File: src/design/rtu_pkg.sv
// Shared types and constants for the RTU frame receiver.
// No dependencies; imported by rtu_crc16 and rtu_frame_receiver.
package rtu_pkg;

  localparam int unsigned MAX_FRAME_DEF = 256;
  localparam int unsigned MIN_FRAME     = 8;

  localparam logic [7:0]  SILENCE_RESET = 8'd149;
  localparam logic [7:0]  STATION_RESET = 8'd1;
  localparam logic [7:0]  SILENCE_SAT   = 8'hFF;

  localparam logic [15:0] CRC_INIT = 16'hFFFF;
  localparam logic [15:0] CRC_POLY = 16'hA001;

  // configuration register indexes
  localparam logic CFG_SILENCE_TICKS = 1'b0;
  localparam logic CFG_STATION_ADDR  = 1'b1;

  typedef enum logic [1:0] {
    LINK_SYNC = 2'd0,
    LINK_WAIT = 2'd1,
    LINK_RX   = 2'd2
  } link_state_t;

  typedef enum logic [1:0] {
    KIND_DATA   = 2'd0,
    KIND_ACCEPT = 2'd1,
    KIND_REJECT = 2'd2
  } kind_t;

  typedef enum logic [2:0] {
    CAUSE_NONE     = 3'd0,
    CAUSE_SHORT    = 3'd1,
    CAUSE_ADDRESS  = 3'd2,
    CAUSE_CRC      = 3'd3,
    CAUSE_OVERFLOW = 3'd4
  } cause_t;

  typedef struct packed {
    kind_t       kind;
    logic [7:0]  data_byte;
    logic [7:0]  byte_index;
    logic [8:0]  frame_length;
    cause_t      reject_cause;
  } result_t;

endpackage

File: src/design/rtu_frame_receiver.sv
// RTU frame receiver top level: silence framing, CRC check, output skid buffer.
// Depends on rtu_pkg and rtu_crc16.
//
// Usage:
//   Input beats are either a received byte (in_op = 0, with in_rx_byte and
//   in_framing_error) or one timer tick (in_op = 1). Frames are delimited by
//   line silence of cfg silence_ticks ticks. Each stored frame byte leaves as
//   a data beat with its index; at frame end one accept or reject beat leaves
//   with the frame length and the reject cause. An input beat yields zero or
//   one output beat.
//   Output beats are registered in out_r, or in the skid register while the
//   output is stalled. Throughput: one input beat per cycle while in_stall
//   is low; the frame state and the byte-wide CRC update are combinational.
//   Stall: the output register is backed by a one-beat skid register, so a
//   stalled receiver costs nothing until both are full; in_stall is then
//   raised (it is a registered signal) until the skid beat drains.
//   Reset: link goes to sync (waits for a full silence before listening),
//   silence_ticks = 149, station_address = 1, output side empty.
//   Configuration writes through cfg_we/cfg_index/cfg_data take effect on the
//   next edge and are expected only while the block is idle.
module rtu_frame_receiver #(
  parameter int unsigned MAX_FRAME = rtu_pkg::MAX_FRAME_DEF
) (
  input  logic       clk,
  input  logic       rst_n,

  input  logic       cfg_we,
  input  logic       cfg_index,
  input  logic [7:0] cfg_data,

  input  logic       in_valid,
  output logic       in_stall,
  input  logic       in_op,
  input  logic [7:0] in_rx_byte,
  input  logic       in_framing_error,

  output logic       out_valid,
  input  logic       out_stall,
  output logic [1:0] out_kind,
  output logic [7:0] out_data_byte,
  output logic [7:0] out_byte_index,
  output logic [8:0] out_frame_length,
  output logic [2:0] out_reject_cause
);
  import rtu_pkg::*;

  localparam int unsigned CNT_W = $clog2(MAX_FRAME + 1);
  localparam logic [CNT_W-1:0] CNT_MAX = CNT_W'(MAX_FRAME);
  localparam logic [CNT_W-1:0] CNT_MIN = CNT_W'(MIN_FRAME);

  // configuration
  logic [7:0] silence_ticks_r;
  logic [7:0] station_addr_r;

  // link state
  link_state_t     link_r, link_nxt;
  logic [7:0]      sc_r, sc_nxt;
  logic [CNT_W-1:0] cnt_r, cnt_nxt;
  logic [15:0]     crc_r, crc_nxt;
  logic            addr_ok_r, addr_ok_nxt;
  logic            ovf_r, ovf_nxt;

  // output side
  logic    out_valid_r, out_valid_nxt;
  logic    skid_valid_r, skid_valid_nxt;
  result_t out_r, out_nxt;
  result_t skid_r, skid_nxt;

  result_t res;
  logic    res_valid;
  logic    accept;
  logic    is_tick;
  logic [7:0] sc_inc;
  logic    tick_hit;      // silence reached on this tick
  logic    late;          // silence already reached before this byte
  logic    byte_drop;     // framing error or late byte in a frame
  logic [15:0] crc_upd;

  assign in_stall = skid_valid_r;
  assign accept   = in_valid & ~in_stall;
  assign is_tick  = in_op;
  assign sc_inc   = (sc_r == SILENCE_SAT) ? sc_r : sc_r + 8'd1;
  assign tick_hit = (sc_inc >= silence_ticks_r);
  assign late     = (sc_r >= silence_ticks_r);
  assign byte_drop = in_framing_error | ((link_r == LINK_RX) & late);

  rtu_crc16 u_crc (
    .crc_in  (crc_r),
    .data    (in_rx_byte),
    .crc_out (crc_upd)
  );

  always_ff @(posedge clk) begin
    if (!rst_n) begin
      silence_ticks_r <= SILENCE_RESET;
      station_addr_r  <= STATION_RESET;
    end else if (cfg_we) begin
      unique case (cfg_index)
        CFG_SILENCE_TICKS: silence_ticks_r <= cfg_data;
        CFG_STATION_ADDR:  station_addr_r  <= cfg_data;
        default: ;
      endcase
    end
  end

  // next link state
  always_comb begin
    link_nxt = link_r;
    if (accept) begin
      if (is_tick) begin
        if (link_r != LINK_WAIT && tick_hit) begin
          link_nxt = LINK_WAIT;
        end
      end else begin
        unique case (link_r)
          LINK_SYNC: link_nxt = LINK_SYNC;
          LINK_WAIT,
          LINK_RX:   link_nxt = byte_drop ? LINK_SYNC : LINK_RX;
          default:   link_nxt = LINK_SYNC;
        endcase
      end
    end
  end

  // frame datapath and result
  always_comb begin
    sc_nxt      = sc_r;
    cnt_nxt     = cnt_r;
    crc_nxt     = crc_r;
    addr_ok_nxt = addr_ok_r;
    ovf_nxt     = ovf_r;
    res_valid   = 1'b0;
    res.kind         = KIND_DATA;
    res.data_byte    = 8'd0;
    res.byte_index   = 8'd0;
    res.frame_length = 9'd0;
    res.reject_cause = CAUSE_NONE;

    if (accept) begin
      if (is_tick) begin
        if (link_r != LINK_WAIT) begin
          if (!tick_hit) begin
            sc_nxt = sc_inc;
          end else begin
            if (link_r == LINK_RX) begin
              res_valid = 1'b1;
              res.frame_length = 9'(cnt_r);
              priority if (ovf_r)             res.reject_cause = CAUSE_OVERFLOW;
              else if (cnt_r < CNT_MIN)       res.reject_cause = CAUSE_SHORT;
              else if (!addr_ok_r)            res.reject_cause = CAUSE_ADDRESS;
              else if (crc_r != 16'd0)        res.reject_cause = CAUSE_CRC;
              else                            res.reject_cause = CAUSE_NONE;
              res.kind = (res.reject_cause == CAUSE_NONE) ? KIND_ACCEPT : KIND_REJECT;
            end
            // frame state cleared on entering wait
            sc_nxt      = 8'd0;
            cnt_nxt     = '0;
            crc_nxt     = CRC_INIT;
            addr_ok_nxt = 1'b0;
            ovf_nxt     = 1'b0;
          end
        end
      end else if (link_r == LINK_SYNC) begin
        sc_nxt = 8'd0;  // restart silence wait
      end else if (byte_drop) begin
        sc_nxt      = 8'd0;
        cnt_nxt     = '0;
        crc_nxt     = CRC_INIT;
        addr_ok_nxt = 1'b0;
        ovf_nxt     = 1'b0;
      end else begin
        if (link_r == LINK_WAIT) begin
          addr_ok_nxt = (in_rx_byte == station_addr_r);
        end
        sc_nxt = 8'd0;
        if (cnt_r >= CNT_MAX) begin
          cnt_nxt = CNT_MAX;
          ovf_nxt = 1'b1;
        end else begin
          crc_nxt        = crc_upd;
          res_valid      = 1'b1;
          res.kind       = KIND_DATA;
          res.data_byte  = in_rx_byte;
          res.byte_index = 8'(cnt_r);
          cnt_nxt        = cnt_r + CNT_W'(1);
        end
      end
    end
  end

  always_ff @(posedge clk) begin
    if (!rst_n) begin
      link_r    <= LINK_SYNC;
      sc_r      <= 8'd0;
      cnt_r     <= '0;
      crc_r     <= CRC_INIT;
      addr_ok_r <= 1'b0;
      ovf_r     <= 1'b0;
    end else begin
      link_r    <= link_nxt;
      sc_r      <= sc_nxt;
      cnt_r     <= cnt_nxt;
      crc_r     <= crc_nxt;
      addr_ok_r <= addr_ok_nxt;
      ovf_r     <= ovf_nxt;
    end
  end

  // output register plus skid beat
  always_comb begin
    out_valid_nxt  = out_valid_r;
    skid_valid_nxt = skid_valid_r;
    out_nxt        = out_r;
    skid_nxt       = skid_r;
    if (!out_valid_r || !out_stall) begin
      if (skid_valid_r) begin
        out_valid_nxt  = 1'b1;
        out_nxt        = skid_r;
        skid_valid_nxt = 1'b0;   // no accept while skid is full
      end else begin
        out_valid_nxt = res_valid;
        out_nxt       = res;
      end
    end else if (res_valid) begin
      skid_valid_nxt = 1'b1;
      skid_nxt       = res;
    end
  end

  always_ff @(posedge clk) begin
    if (!rst_n) begin
      out_valid_r  <= 1'b0;
      skid_valid_r <= 1'b0;
    end else begin
      out_valid_r  <= out_valid_nxt;
      skid_valid_r <= skid_valid_nxt;
    end
  end

  always_ff @(posedge clk) begin
    out_r  <= out_nxt;
    skid_r <= skid_nxt;
  end

  assign out_valid        = out_valid_r;
  assign out_kind         = out_r.kind;
  assign out_data_byte    = out_r.data_byte;
  assign out_byte_index   = out_r.byte_index;
  assign out_frame_length = out_r.frame_length;
  assign out_reject_cause = out_r.reject_cause;

endmodule

File: src/design/rtu_crc16.sv
// One-byte update of the reflected CRC-16 (poly 0xA001).
// Depends on rtu_pkg for the polynomial.
module rtu_crc16 (
  input  logic [15:0] crc_in,
  input  logic [7:0]  data,
  output logic [15:0] crc_out
);
  import rtu_pkg::*;

  always_comb begin
    logic [15:0] c;
    c = crc_in ^ {8'd0, data};
    for (int i = 0; i < 8; i++) begin
      if (c[0]) begin
        c = (c >> 1) ^ CRC_POLY;
      end else begin
        c = c >> 1;
      end
    end
    crc_out = c;
  end

endmodule
File: config.mk
export PLATFORM = sky130hd
export DESIGN_NAME = rtu_frame_receiver
export DESIGN_NICKNAME = d
export VERILOG_FILES = /design/src/design/rtu_pkg.sv /design/src/design/rtu_frame_receiver.sv /design/src/design/rtu_crc16.sv
export SDC_FILE = /design/constraint.sdc
export NUM_CORES = 1
export LEC_CHECK = 0
export ABC_AREA = 1
export BUFFER_PORTS_ARGS = -buffer_cell sky130_fd_sc_hd__buf_4
export CAP_MARGIN = 20
export CORE_MARGIN = 2
export CORE_UTILIZATION = 45
export DETAILED_ROUTE_END_ITERATION = 8
export PLACE_DENSITY = 0.66
export SYNTH_ARGS = -nofsm -noshare
export SYNTH_HDL_FRONTEND = slang
export SYNTH_SLANG_ARGS = --single-unit
File: constraint.sdc
create_clock -name clk -period 3.95 [get_ports clk]
set_clock_uncertainty 0.2 [all_clocks]
set_input_delay 0.79 -clock clk [delete_from_list [all_inputs] [get_ports clk]]
set_output_delay 0.79 -clock clk [all_outputs]
set_load 0.005 [all_outputs]
* Word level (Yosys, flattened, before mapping) *
Index checks and enable logic that the tools add are counted.

word-level totals
  flip-flop bits (word level) = 115
  output and inout bits = 32
  logic and storage cells = 143

cells by class
  $add $sub $neg = 2
  order comparisons = 4
  equality and inequality tests = 10
  multiplexer cells = 71
  bitwise logic cells = 16
  reduce and logical (&&, ||, !) cells = 20

operators with widths
  kind                 count
  $mux 16              18
  $mux 30              2
  $mux 9               6
  $mux 12              4
  $mux 8               4
  $mux 2               12
  $not 2->3            8
  $mux 1               19
  $mux 3               6
  $ge 8x8->1           2
  $reduce_bool 16->1   1
  $xor 16x8->16        1
  $reduce_and 5->1     3
  $reduce_and 2->1     5
  $add 9x1->9 const B  1
  $ge 9x9->1 const B   1
  $lt 9x4->1 const B   1
  $add 8x1->8 const B  1
  $eq 8x8->1           1
  $eq 8x8->1 const B   1
  $ne 2x1->1 const B   4
  $reduce_bool 3->1    2
  $not 1->1            4
  $reduce_and 4->1     1
  other kinds (12)     15

* Longest topological paths before layout *
  depth after elaboration = 21
  mapped depth = 22

* By module *
Synthesis repeated with hierarchy kept, for this count alone.

second synthesis, totals
  cells, all modules = 694
  area, all modules = 5,975.7 um^2

modules (own cells, without submodules)
  module              instances  cells an instance  area an instance (um^2)  seq. area each (um^2)
  rtu_frame_receiver  1          629                5,530.3                  2,902.8
  rtu_crc16           1          65                 445.4                    0.0

* Least setup slack after synthesis *
No wires, ideal clock.

  path type = reg-to-reg
  start point = register sc_r[1]
  end point = register skid_r[0] (netlist bit), enable pin
  setup time = 0.427 ns
  arrival time = 3.699 ns
  slack = -0.377 ns
  cell stages (with the launch flop) = 21
  clock period less this slack = 4.327 ns
  cells stage by stage = dfxtp_1 > ha_1 > nand2_1 > inv_1 > nand4_1 > nor2_1 > nand2_1 > nand2_1 > o21ai_0 > ha_1 > inv_1 > nor2_1 > o21ai_1 > nand2_1 > nand2_1 > nand3_1 > nand2_1 > inv_1 > nand3_1 > buf_2 > a21oi_1

on the way
  longest elaborated chain between the ends = 8

RTL lines
  what                                      line                                                  source
  start: declaration                        rtu_frame_receiver.sv:57                              logic [7:0] sc_r, sc_nxt;
  start signal: assignment                  rtu_frame_receiver.sv:201                             sc_r <= sc_nxt;
  $add 8x1->8 (tied with other cells)       rtu_frame_receiver.sv:82                              assign sc_inc = (sc_r == SILENCE_SAT) ? sc_r : sc_r + 8'd1;
  $mux 8 or $and 1x1->1 (tied branches)     rtu_frame_receiver.sv:82, rtu_frame_receiver.sv:85
  $ge 8x8->1 or $or 1x1->1 (tied branches)  rtu_frame_receiver.sv:83, rtu_frame_receiver.sv:85
  $mux 1, on equally long branches          rtu_frame_receiver.sv:142, rtu_frame_receiver.sv:165
  $mux 1, on equally long branches          rtu_frame_receiver.sv:141, rtu_frame_receiver.sv:163
  $mux 1 (*)                                rtu_frame_receiver.sv:140                             if (is_tick) begin
  $mux 1 (*)                                rtu_frame_receiver.sv:139                             if (accept) begin
  $reduce_and 2->1 (no line) (*)            -
  end signal: assignment                    rtu_frame_receiver.sv:242                             skid_r <= skid_nxt;
  end: declaration                          rtu_frame_receiver.sv:67                              result_t skid_r, skid_nxt;

Every way passes the cells marked *; elsewhere a longest branch is shown, timed or not.
A chain may end at the register's enable or synchronous reset.

* Worst setup path after layout *
  start point = register sc_r[1]
  end point = register skid_r[20] (netlist bit), enable pin

Same word-level chain as after synthesis.

==> impl_metrics.tcl <==
set metrics [dict create \
    routedWlPerCell_microns 13.1 \
    synthesis.area_sq_um 5680 \
    slew_headroom_pct 57.0 \
    syn-num-nets 714 \
    fin_crit_ps 3380 \
    drc 0 \
    critical_path_required_ps 3820 \
    antenna_found_initial 0 \
    cts_buffer_depth 2 \
    cts.clk_slew.worst_paths_ps 50 \
    rr_startpoint "sc_r[1]" \
    grt_usage_pct 19.2 \
    num_vias 4588 \
    final_common_cell "nand2_1" \
    async_flop_share_pct 0 \
    status "complete, no violations" \
    gp_congestion 0.909 \
    grt_pass1_vias 4306 \
    synth_edf_count 60 \
    synth_warnings 0 \
    drt_wl_total_mm 12.0 \
    hp-class "reg -> reg" \
    nFillCells 1109 \
    power.leakage_uw 0.00304 \
    htreeDepth 4 \
    drtIter0Drc 278 \
    dieArea_sq_um 13500 \
    cts_tree "done" \
    worst_slack_ps 572 \
    p_per_area_nw_per_um2 445 \
    setup_tns_ps 0 \
    cp_data_arrival_time_ps 3250 \
    detail-route-antenna-nets 0 \
    std_cell_rows 41 \
    hold_depth 2 \
    hold_slack_ps 276 \
    dp_hpwl_mm 8.40 \
    ys_seq_area_share_pct 51.1 \
    ys_ff_latch 115 \
    area_growth_pct 21.2 \
    ys.flop_type "edfxtp_1" \
    cts-root-buf "clkbuf_16" \
    pre_cts_ws_ps 606 \
    core_area_sq_um 12500 \
    register_area_sq_um 2900 \
    die_w_microns 116 \
    yosysUniqueCellTypes 38 \
    n_antenna_cell 0 \
    critical_path_class "reg -> reg" \
    cts_buffers 17 \
    cts_resized 0 \
    rsz0062_at_grt "false" \
    chipHeight_microns 116 \
    worst_pin_slew_ps 641 \
    dr.pass1.iters 5 \
    nets 774 \
    clk_latency_ps 410 \
    crit_path_start_kind "flip-flop" \
    gr-total-overflow 0 \
    hold_end "station_addr_r[6]" \
    postSynthCellCount 668 \
    vdd_drop_max_mv 0.235 \
    final_cell_mix "nand2_1 (161), nor2_1 (77), inv_1 (62)" \
    grt_pass1_wl_mm 20.2 \
    cts-hold-fix-buffers 0 \
    hold_violations 0 \
    slew_violations 0 \
    syn_avg_cell_area_sq_um 8.50 \
    ios 56 \
    r2r_slack_ps 570 \
    final-setup-viol-count 0 \
    path_max_fanout 30 \
    r2r_cells 20 \
    multi_input_area_sq_um 2410 \
    postCtsSetupBuffers 0 \
    critPathLaunch "sc_r[1]" \
    crit_path_end_kind "flip-flop" \
    fin_crit_sh_pct 85.5 \
    maxCapViolCount 0 \
    vias_per_cell 5.03 \
    portBuffers 55 \
    layout-drive-gt1-share_pct 16.5 \
    max_freq_ghz 0.296 \
    grt_max_degree 38 \
    initial_core_util_pct 45.5 \
    r2r-end "skid_r[20]" \
    numClockSinks 115 \
    worstHoldStart "station_addr_r[6]" \
]
state kept, by name, summed over array words and instances, names as in the netlist:
register          count
crc_r                16
out_data_byte         8
out_valid             1
skid_r               30
ovf_r                 1
silence_ticks_r       8
station_addr_r        8
link_r                2
addr_ok_r             1
out_reject_cause      3
in_stall              1
sc_r                  8
out_frame_length      9
out_kind              2
out_byte_index        8
cnt_r                 9
cells in the mapped netlist (2+ instances only):
master	n	area share, %
nor3_2	2	0.35
buf_2	4	0.35
nor3_1	8	0.71
o21ai_2	7	1.1
xor2_1	10	1.5
inv_4	2	0.22
ha_1	22	4.8
o211ai_1	3	0.40
nor2_1	77	5.1
nand4_1	5	0.55
edfxtp_1	60	32
nor2_4	3	0.60
a22oi_1	6	0.79
nand2_2	2	0.22
inv_2	8	0.53
inv_1	62	4.1
o21ai_1	6	0.53
a21oi_1	29	2.6
nand2_1	161	11
clkbuf_1	12	0.79
nand3_1	38	3.4
buf_4	2	0.26
nor4_1	6	0.66
xnor2_1	11	1.7
o21ai_0	55	4.8
dfxtp_1	55	19
worst max-delay path, stage by stage, from the launching register on:
cell and delay (ps):
dfxtp_1 390, ha_1 190, nand2_1 70, inv_1 60, nand4_1 90, nor2_1 170, nand2_1 180, nand2_1 90
o21ai_0 120, ha_1 320, inv_1 40, nor2_1 80, o21ai_1 60, nand2_1 60, nand2_1 70, nand3_1 90
nand2_1 80, inv_1 80, nand3_1 100, a21oi_2 120, buf_4 360
power by group:
group / leakage (uW) / internal, uW / total (uW) / switching, uW
clock network: 0.000284 / 1000 / 1550 / 541
logic: 0.00164 / 81.2 / 227 / 146
registers: 0.00111 / 1270 / 1290 / 19.5
total: 0.00304 / 2360 / 3060 / 707
cell families after synthesis:
logic type	synth area share (%)
and+or+nand+nor	23.6
AOI/OAI and AO/OA	10.7
adders and majority gates	4.85
DFF	51.1
xor gates and xnor gates	3.24
buffers and inverters	6.52
cell type report:
type                       instances  area share (%)
tap                              172            3.13
sequential                       115            42.2
multi-input combinational        461            35.0
timing repair buffer              60            6.84
clock buffer                      19            6.44
inverter                          73            4.06
clock inverter                    13            2.33
per-layer routing:
metal	GRT usage [%]	up-vias	share of wire, %
li1	-	2341	-
met1	24.6	2107	46
met2	31.0	118	47
met3	4.26	22	4.6
met4	9.21	0	2.2
met5	0	-	0
worst max path at each step:
stage	to	slack [ps]
2_1_floorplan	skid_r[0]	230
3_3_place_gp	skid_r[22]	680
3_5_place_dp	skid_r[27]	610
4_1_cts	skid_r[29]	590
5_1_grt	out_valid	140
6_report	skid_r[20]	570
per-stage QoR:
step	instances	util [%]	total power, uW	area, sq um
5_1_grt	913	55.2	3180	6880
6_report	913	55.2	3060	6880
4_1_cts	912	55.0	3090	6850
2_1_floorplan	668	-	1470	5680
3_3_place_gp	880	50.1	1530	6250
3_5_place_dp	880	50.1	1540	6250
No activity file was read; power rests on OpenSTA's default activity.
